===== src/hw/rtl/spc_pkg.sv =====
// Package for the skin pixel classifier: pipeline latency, channel widths and
// the fixed coefficients of the skin color model.
// No dependencies.
`default_nettype none

package spc_pkg;

  localparam int unsigned PIX_W   = 8;
  localparam int unsigned SUM_W   = 10;
  localparam int unsigned LATENCY = 5;

  localparam logic [PIX_W-1:0] MASK_SKIN  = 8'hFF;
  localparam logic [PIX_W-1:0] MASK_OTHER = 8'h00;

  localparam logic [PIX_W:0]   RG_MIN_DIFF  = 9'd45;
  localparam logic [7:0]       WP_CH_COEF   = 8'd156;
  localparam logic [7:0]       WP_SUM_COEF  = 8'd52;
  localparam int unsigned      CIRCLE_SHIFT = 4;

  localparam logic [13:0] T_COEF        = 14'd10000;
  localparam logic [13:0] LO_RR_COEF    = 14'd7760;
  localparam logic [13:0] LO_RS_COEF    = 14'd5601;
  localparam logic [13:0] LO_SS_COEF    = 14'd1766;
  localparam logic [13:0] HI_RR_COEF    = 14'd13767;
  localparam logic [13:0] HI_RS_COEF    = 14'd10743;
  localparam logic [13:0] HI_SS_COEF    = 14'd1452;

endpackage

`default_nettype wire


===== src/hw/rtl/spc_band.sv =====
// Quadratic band test of the skin classifier: 10000*G*S strictly between the
// lower and upper quadratics in R and S. Four register stages; uses spc_pkg.
`default_nettype none

module spc_band (
  input  wire logic                        clk,
  input  wire logic [spc_pkg::PIX_W-1:0]   green,
  input  wire logic [spc_pkg::PIX_W-1:0]   red,
  input  wire logic [spc_pkg::SUM_W-1:0]   sum,
  output logic                             in_band
);
  import spc_pkg::*;

  logic [15:0] rr_prod;
  logic [17:0] rs_prod;
  logic [17:0] gs_prod;
  logic [19:0] ss_prod;
  logic [15:0] rr;
  logic [17:0] rs;
  logic [17:0] gs;
  logic [19:0] ss;

  logic [31:0] t_prod, lrr_prod, lrs_prod, lss_prod, hrr_prod, hrs_prod, hss_prod;
  logic [31:0] t_val, lrr, lrs, lss, hrr, hrs, hss;

  logic signed [33:0] lower_next, upper_next;
  logic signed [33:0] lower, upper, t_dly;

  assign rr_prod = 16'(red) * 16'(red);
  assign rs_prod = 18'(red) * 18'(sum);
  assign gs_prod = 18'(green) * 18'(sum);
  assign ss_prod = 20'(sum) * 20'(sum);

  always_ff @(posedge clk) begin
    rr <= rr_prod;
    rs <= rs_prod;
    gs <= gs_prod;
    ss <= ss_prod;
  end

  assign t_prod   = 32'(gs) * 32'(T_COEF);
  assign lrr_prod = 32'(rr) * 32'(LO_RR_COEF);
  assign lrs_prod = 32'(rs) * 32'(LO_RS_COEF);
  assign lss_prod = 32'(ss) * 32'(LO_SS_COEF);
  assign hrr_prod = 32'(rr) * 32'(HI_RR_COEF);
  assign hrs_prod = 32'(rs) * 32'(HI_RS_COEF);
  assign hss_prod = 32'(ss) * 32'(HI_SS_COEF);

  always_ff @(posedge clk) begin
    t_val <= t_prod;
    lrr   <= lrr_prod;
    lrs   <= lrs_prod;
    lss   <= lss_prod;
    hrr   <= hrr_prod;
    hrs   <= hrs_prod;
    hss   <= hss_prod;
  end

  assign lower_next = $signed({2'b00, lrs}) + $signed({2'b00, lss}) - $signed({2'b00, lrr});
  assign upper_next = $signed({2'b00, hrs}) + $signed({2'b00, hss}) - $signed({2'b00, hrr});

  always_ff @(posedge clk) begin
    lower <= lower_next;
    upper <= upper_next;
    t_dly <= $signed({2'b00, t_val});
  end

  always_ff @(posedge clk) begin
    in_band <= (t_dly > lower) && (t_dly < upper);
  end

endmodule

`default_nettype wire


===== src/hw/rtl/skin_pixel_classifier_core.sv =====
// Top level of the skin pixel classifier: a five-stage pipeline that turns a
// blue, green, red pixel into a skin mask byte. Uses spc_pkg and spc_band.
//
// Usage:
//   A pixel is taken at a rising edge where start is high and busy is low.
//   busy is always low, so a new pixel may be given in every cycle.
//   Each transaction yields exactly one result: mask is valid while done is
//   high, for one cycle, once the pixel has passed through all register stages. Results
//   come out in the order the pixels went in.
//   mask is 8'hFF for a skin pixel and 8'h00 otherwise.
//   Throughput is one pixel per clock; the latency is set by the five register
//   stages: channel sums, products, constant scaling, quadratic sums, and the
//   final compare.
//   The receiver cannot stall; a result not taken in its cycle is gone.
//   Synchronous reset clears the valid bits of all stages, so no done pulse
//   follows reset until a new pixel is taken. The data registers are not reset.
`default_nettype none

module skin_pixel_classifier_core (
  input  wire logic                        clk,
  input  wire logic                        rst,
  input  wire logic                        start,
  output logic                             busy,
  input  wire logic [spc_pkg::PIX_W-1:0]   blue,
  input  wire logic [spc_pkg::PIX_W-1:0]   green,
  input  wire logic [spc_pkg::PIX_W-1:0]   red,
  output logic                             done,
  output logic [spc_pkg::PIX_W-1:0]        mask
);
  import spc_pkg::*;

  logic [LATENCY-1:0] valid;

  logic [SUM_W-1:0]   sum_next;
  logic signed [17:0] dr_next, dg_next;

  logic [PIX_W-1:0]   g1, r1;
  logic [SUM_W-1:0]   s1;
  logic signed [17:0] dr1, dg1;
  logic               rg_ok1, gb_ok1;

  logic signed [35:0] dr_prod, dg_prod;
  logic [19:0]        ss_prod;
  logic [30:0]        dr_sq, dg_sq;
  logic [19:0]        ss2;
  logic               rg_ok2, gb_ok2;

  logic [31:0]        dist_sum;
  logic               pass3, pass4, pass5;
  logic               in_band;

  assign busy = 1'b0;

  always_ff @(posedge clk) begin
    if (rst) begin
      valid <= '0;
    end else begin
      valid <= {valid[LATENCY-2:0], start & ~busy};
    end
  end

  assign sum_next = SUM_W'(blue) + SUM_W'(green) + SUM_W'(red);
  assign dr_next  = $signed(18'(red) * 18'(WP_CH_COEF)) - $signed(18'(sum_next) * 18'(WP_SUM_COEF));
  assign dg_next  = $signed(18'(green) * 18'(WP_CH_COEF))
                  - $signed(18'(sum_next) * 18'(WP_SUM_COEF));

  always_ff @(posedge clk) begin
    g1     <= green;
    r1     <= red;
    s1     <= sum_next;
    dr1    <= dr_next;
    dg1    <= dg_next;
    rg_ok1 <= {1'b0, red} >= ({1'b0, green} + RG_MIN_DIFF);
    gb_ok1 <= green > blue;
  end

  assign dr_prod = 36'(dr1) * 36'(dr1);
  assign dg_prod = 36'(dg1) * 36'(dg1);
  assign ss_prod = 20'(s1) * 20'(s1);

  always_ff @(posedge clk) begin
    dr_sq  <= dr_prod[30:0];
    dg_sq  <= dg_prod[30:0];
    ss2    <= ss_prod;
    rg_ok2 <= rg_ok1;
    gb_ok2 <= gb_ok1;
  end

  assign dist_sum = {1'b0, dr_sq} + {1'b0, dg_sq};

  always_ff @(posedge clk) begin
    pass3 <= rg_ok2 && gb_ok2 && (dist_sum >= 32'(ss2 >> CIRCLE_SHIFT));
    pass4 <= pass3;
    pass5 <= pass4;
  end

  spc_band u_band (
    .clk     (clk),
    .green   (g1),
    .red     (r1),
    .sum     (s1),
    .in_band (in_band)
  );

  assign done = valid[LATENCY-1];
  assign mask = (pass5 && in_band) ? MASK_SKIN : MASK_OTHER;

endmodule

`default_nettype wire


===== config.mk =====
export PLATFORM = sky130hd
export DESIGN_NAME = skin_pixel_classifier_core
export DESIGN_NICKNAME = d
export VERILOG_FILES = /design/src/hw/rtl/spc_pkg.sv /design/src/hw/rtl/spc_band.sv /design/src/hw/rtl/skin_pixel_classifier_core.sv
export SDC_FILE = /design/constraint.sdc
export NUM_CORES = 2
export LEC_CHECK = 0
export BUFFER_PORTS_ARGS = -buffer_cell sky130_fd_sc_hd__clkbuf_2
export CAP_MARGIN = 20
export CORE_UTILIZATION = 55
export DETAILED_ROUTE_END_ITERATION = 16
export PLACE_DENSITY = 0.71
export REMOVE_ABC_BUFFERS = 1
export SLEW_MARGIN = 15
export SYNTH_ARGS = -nofsm -noshare
export SYNTH_HDL_FRONTEND = slang
export SYNTH_SLANG_ARGS = --single-unit

===== constraint.sdc =====
create_clock -name clk -period 9.4 [get_ports clk]
set_input_delay 2.35 -clock clk [delete_from_list [all_inputs] [get_ports clk]]
set_output_delay 2.35 -clock clk [all_outputs]
set_load 0.005 [all_outputs]

## Word-level counts from Yosys, hierarchy flattened

Cells that the tools add are included.

| cells by class | value |
|---|---|
| add/subtract/negate cells | 10 |
| multipliers | 16 |
| divide/modulo/power cells | 0 |
| magnitude comparators | 5 |
| eq/ne operators | 0 |
| shift operators | 0 |
| multiplexer cells | 1 |
| bitwise gates (word level) | 0 |
| reduce and logical (&&, ||, !) cells | 4 |

Operators by type and width:

| kind | count |
|---|---|
| adder 31 x 31 -> 32 bit | 2 |
| multiplier 17 x 17 -> 31 bit | 2 |
| multiplier 8 x 10 -> 18 bit | 2 |
| greater-than comparator 33 x 34 -> 1 bit | 1 |
| < comparator 33 x 34 -> 1 bit | 1 |
| subtractor 16 x 16 -> 17 bit | 2 |
| subtractor 34 x 30 -> 34 bit | 1 |
| subtractor 34 x 31 -> 34 bit | 1 |
| adder 32 x 31 -> 33 bit | 1 |
| greater-or-equal comparator 32 x 16 -> 1 bit | 1 |
| multiplier 18 x 14 -> 32 bit, second input constant | 1 |
| multiplier 18 x 13 -> 31 bit, second input constant | 1 |
| multiplier 16 x 14 -> 30 bit, second input constant | 1 |
| multiplier 20 x 10 -> 30 bit, second input constant | 1 |
| multiplier 20 x 9 -> 29 bit, second input constant | 1 |
| multiplier 18 x 10 -> 28 bit, second input constant | 1 |
| multiplier 8 x 6 -> 14 bit, second input constant | 2 |
| multiplier 16 x 9 -> 25 bit, second input constant | 1 |
| multiplier 10 x 10 -> 20 bit | 1 |
| multiplier 8 x 8 -> 16 bit | 1 |
| multiplier 10 x 4 -> 14 bit, second input constant | 1 |
| adder 9 x 8 -> 10 bit | 1 |
| adder 8 x 6 -> 9 bit, second input constant | 1 |
| adder 8 x 8 -> 9 bit | 1 |
| other kinds (4) | 7 |

| storage, ports and cells | value |
|---|---|
| register bits | 508 |
| latch bits | 0 |
| memory bits (writable) | 0 |
| bits in read-only memories | 0 |
| bits of input ports | 27 |
| output and inout port bits | 10 |
| logic and storage cells | 66 |
| memories | 0 |

## Depth between registers and ports, before layout

| logic depth | value |
|---|---|
| depth after elaboration | 4 |
| mapped depth | 31 |
| mapped depth without buffers | 31 |

## Hierarchy

From an unflattened synthesis, not the netlist that was laid out.

| unflattened totals | value |
|---|---|
| cell total of the unflattened synthesis | 7788 |
| area total of the unflattened synthesis | 73777.0 sq um |

By module, submodules not included:

| module | times used | cells each | area an instance (sq um) | sequential area each (sq um) |
|---|---|---|---|---|
| spc_band | 1 | 4996 | 48058.6 | 7247.0 |
| skin_pixel_classifier_core | 1 | 2792 | 25718.4 | 2722.6 |

## Worst setup path after synthesis

OpenSTA, ideal clock, no wires.

| timing | value |
|---|---|
| kind | input to register |
| start point | input blue[1] in the netlist's numbering |
| end point | register dg1[15] |
| setup time | 0.140 ns |
| arrival | 7.380 ns |
| data required time | 9.260 ns |
| path slack | 1.880 ns |
| cell stages on the path | 29 |
| path buffers | 0 |
| path through | inv_1 -> fa_1 -> inv_1 -> ha_1 -> inv_1 -> fa_1 -> inv_1 -> a21oi_1 -> o21bai_1 -> xnor2_1 -> inv_1 -> ha_1 -> inv_1 -> fa_1 -> inv_1 -> ha_1 -> a21boi_0 -> o21ai_0 -> a21oi_1 -> o21ai_0 -> nand2b_1 -> a21o_1 -> a21oi_1 -> xor2_1 -> ha_1 -> inv_1 -> nor3_1 -> a2111oi_0 -> o211ai_1 |

| between the ends | value |
|---|---|
| word-level cells in the longest chain between the ends | 4 |

Ends and longest elaborated chain:

| item | line | text |
|---|---|---|
| start, declared | skin_pixel_classifier_core.sv:24 | `input wire logic [spc_pkg::PIX_W-1:0] blue,` |
| adder 8 x 8 -> 9 bit | skin_pixel_classifier_core.sv:62 | `assign sum_next = SUM_W'(blue) + SUM_W'(green) + SUM_W'(red);` |
| adder 9 x 8 -> 10 bit | skin_pixel_classifier_core.sv:62 |  |
| via sum_next[5] | skin_pixel_classifier_core.sv:34 | `logic [SUM_W-1:0] sum_next;` |
| multiplier 10 x 4 -> 14 bit | skin_pixel_classifier_core.sv:65 | `- $signed(18'(sum_next) * 18'(WP_SUM_COEF));` |
| subtractor 16 x 16 -> 17 bit | skin_pixel_classifier_core.sv:65 |  |
| via dg_next[15] | skin_pixel_classifier_core.sv:35 | `logic signed [17:0] dr_next, dg_next;` |
| end signal, assigned | skin_pixel_classifier_core.sv:72 | `dg1 <= dg_next;` |
| end, declared | skin_pixel_classifier_core.sv:39 | `logic signed [17:0] dr1, dg1;` |

The timed path passes the listed nets, and every way through them passes these cells.
A chain may end at the register's enable or synchronous reset.

## Final worst setup path

| timing | value |
|---|---|
| start point | input green[1] in the netlist's numbering |
| end point | register dg1[15] |

| between the ends | value |
|---|---|
| word-level cells in the longest chain between the ends | 4 |
| elaborated cells on any way between the ends | 5 |
| those cells by class | 3 x add/sub; 2 x mul |

Ends and longest elaborated chain:

| item | line | text |
|---|---|---|
| start, declared | skin_pixel_classifier_core.sv:25 | `input wire logic [spc_pkg::PIX_W-1:0] green,` |
| adder 8 x 8 -> 9 bit | skin_pixel_classifier_core.sv:62 |  |
| adder 9 x 8 -> 10 bit | skin_pixel_classifier_core.sv:62 |  |
| via sum_next[5] | skin_pixel_classifier_core.sv:34 |  |
| multiplier 10 x 4 -> 14 bit | skin_pixel_classifier_core.sv:65 |  |
| subtractor 16 x 16 -> 17 bit | skin_pixel_classifier_core.sv:65 |  |
| via dg_next[15] | skin_pixel_classifier_core.sv:35 |  |

The timed path passes the listed nets, and every way through them passes these cells.

==> impl_metrics.csv <==
group,metric,value,unit
outcome,status,"finished clean",
sta,maximum_clock_frequency,131,MHz
place,port_buffers,35,
synth,ys_top_cells_by_count,"1761 x inv_1, 1231 x ha_1, 1064 x fa_1",
synth,synthDominantAreaCellType,"fa_1",
floorplanning,core_area,0.128,mm²
place,placedInstanceArea,0.0729,mm²
critical_path,critical_path.most_common_cell,"inv_1",
synth,synthesis.instances,7461,
route,avgViaCountPerCell,5.40,
synth,synth_top_area_share,0.301,
critical_path,timing.critical_path.slowest_cell_delay,0.50,ns
place,dp_hpwl,140000,µm
sta,slew-limit-headroom,0.287,
route,detailedRoute.firstPassIterationCount,6,
route,final_antenna_net_count,0,
sta,fin_clk_skew,0.0502,ns
global_routing,pin_count_of_the_biggest_net_entering_global_routing,32,
worst_hold_path,hold_path_end,"u_band.t_dly[20]$_DFF_P_",
floorplanning,design.portCount,37,
critical_path,regToRegEndpoint,"dr_sq[30]$_DFF_P_",
floorplanning,die_area,0.130,mm²
route,drc,0,
cts,cts-root-buf,"clkbuf_16",
cts,clock_tree.buffer_depth,3,
critical_path,path_class,"in -> reg",
floorplanning,placementRows,131,
sta,crit_share_post_route,0.815,
critical_path,cp-start-kind,"primary input",
cts,clock_insertion_delay_worst_skew,0.68,ns
synth,synth_edf_count,0,
route,detailedRoute.firstIterationViolations,2859,
critical_path,cp_top_family,"adder cells",
synth,synth_flop_cell,"dfxtp_1",
route,vias,49683,
cts,htreeDepth,2,
synth,post-synth-top-count-cell,"inv_1",
sta,finalSetupViolations,0,
synth,post_syn_area,0.0709,mm²
cts,cts_num_sinks,483,
floorplanning,start_util,0.555,
synth,largest_cells_by_area_after_synthesis,"fa_1 30%, ha_1 22%, dfxtp_1 14%",
run,max_cap_violations,0,
global_routing,grt_overflow,0,
critical_path,critical_path.n_buffers_inverters,9,
cts,cts_setup_buffers,0,
critical_path,worstPathMaxFanout,8,
worst_hold_path,min-delay-path-class,"reg -> reg",
layout,fin_nets,9808,
sta,rsz0062_at_grt,"no",
floorplanning,die_h,361,µm
route,detail_route.wl_per_cell,17.9,µm
critical_path,endpoint_type_of_the_worst_setup_path,"flip-flop",
critical_path,register_to_register_path_depth,19,
layout,layout-area-overhead-vs-synth,5.67,%
synth,synth.distinct_cells,97,
cts,cts_tree,"done",
worst_hold_path,worstHoldPathCells,0,
floorplanning,die_w,361,µm
sta,final-max-slew-violation-count,0,
sta,timing.hold.ws,0.319,ns
synth,ys_seq_elements,483,
cts,cts_resized,0,
sta,max_slew.worst_pin.slew,1.06,ns
global_routing,grt_pass1_wl,272000,µm
synth,share_of_flip_flops_with_an_asynchronous_set_or_reset_after_synthesis,0,
critical_path,timing.reg2reg.setup_slack,2.56,ns
route,detail_route.wirelength,165000,µm
critical_path,critPathArrivalTime,8.16,ns
global_routing,grt_util_all_layers,0.263,
critical_path,regToRegStartpoint,"dr1[4]$_DFF_P_",
worst_hold_path,hp-start,"u_band.t_val[20]$_DFF_P_",
layout,share_of_cells_above_drive_strength_1,0.0296,
cts,postCtsHoldBufs,0,
layout,filler_cell_count,10854,
place,globalplace.congestion,0.956,
layout,total_non_filler_cell_area_in_the_finished_layout,0.0749,mm²
global_routing,antenna_found_initial,21,
synth,mean_cell_area_of_the_mapped_netlist,9.50,µm²
cts,clock_pin_transition_on_the_worst_setup_and_hold_timing_paths,0.06,ns
global_routing,first_global_vias,52542,
cts,cts_made_buffers,56,
synth,yosys_warnings,0,
sta,total_negative_slack_for_setup_checks,0,ns
critical_path,cp_data_required_time,9.91,ns
sta,fin_crit,7.66,ns
synth,synth_seq_area_share,0.136,
sta,final_hold_viol_count,0,
critical_path,timing.critical_path.slowest_stage_cell,"fa_1",
sequential cells by signal (all words and copies together) (netlist names), 10 cells and up:
register / count
s1: 10
u_band.gs: 18
u_band.ss: 19
u_band.lrr: 24
u_band.hrr: 27
u_band.lower: 34
u_band.hrs: 32
dg1: 15
dr1: 15
u_band.upper: 34
u_band.rr: 15
u_band.hss: 26
u_band.t_val: 28
u_band.t_dly: 28
u_band.lrs: 30
u_band.rs: 18
dr_sq: 26
dg_sq: 26
u_band.lss: 29
metrics by stage:
stage          worst slack [ns]  utilization  std cells
3_3_place_gp               1.08        0.571       9089
2_1_floorplan              1.88            -       7370
5_1_grt                    1.18        0.586       9196
4_1_cts                    1.74        0.586       9196
3_5_place_dp               1.06        0.571       9090
6_report                   1.74        0.586       9197
cell usage in the layout (no fill, tap or decap), drive strengths merged, types with 85 or more instances in the layout:
master,n
a21o,137
a21oi,291
and2,221
clkbuf,101
dfxtp,483
fa,1064
ha,1231
inv,1773
nand2,394
nor2,269
nor2b,85
nor3,87
o21ai,195
xnor2,349
xor2,100
logic make-up after synthesis:
family	share of synthesized area
buf+inv	0.0986
compound gates	0.0951
flops	0.136
mux	0.00192
xor+xnor	0.0555
other cells	0.0000529
simple gates	0.0943
fa+ha+maj	0.518
final cells by class:
type	count	area [µm²]	share of cell area
sequential	483	9670	0.129
multi-input combinational	5125	54200	0.724
clock buffer	66	1480	0.0198
inverter	1762	6610	0.0883
timing repair buffer	58	368	0.00491
tap	1662	2080	0.0278
antenna	1	2.50	0.0000334
clock inverter	40	460	0.00615
per-layer routing:
metal,vias up,global-route usage,part of all wire
li1,23751,-,-
met1,24608,0.372,0.46
met2,1115,0.434,0.46
met3,207,0.0288,0.056
met4,2,0.0627,0.025
met5,-,0,0.000067
worst max path at each step:
stage	to	start	cells past startpoint
after CTS	dg1[15]$_DFF_P_	green[1]	30
after floorplan	dg1[15]$_DFF_P_	blue[1]	29
after detailed placement	dg1[15]$_DFF_P_	green[1]	30
final	dg1[15]$_DFF_P_	green[1]	30
after global placement	dg1[15]$_DFF_P_	green[1]	30
after global routing	dr1[15]$_DFF_P_	green[1]	30
Power is not shown: default switching activity piles up to over one toggle a cycle in this logic, so the estimate is an artifact.
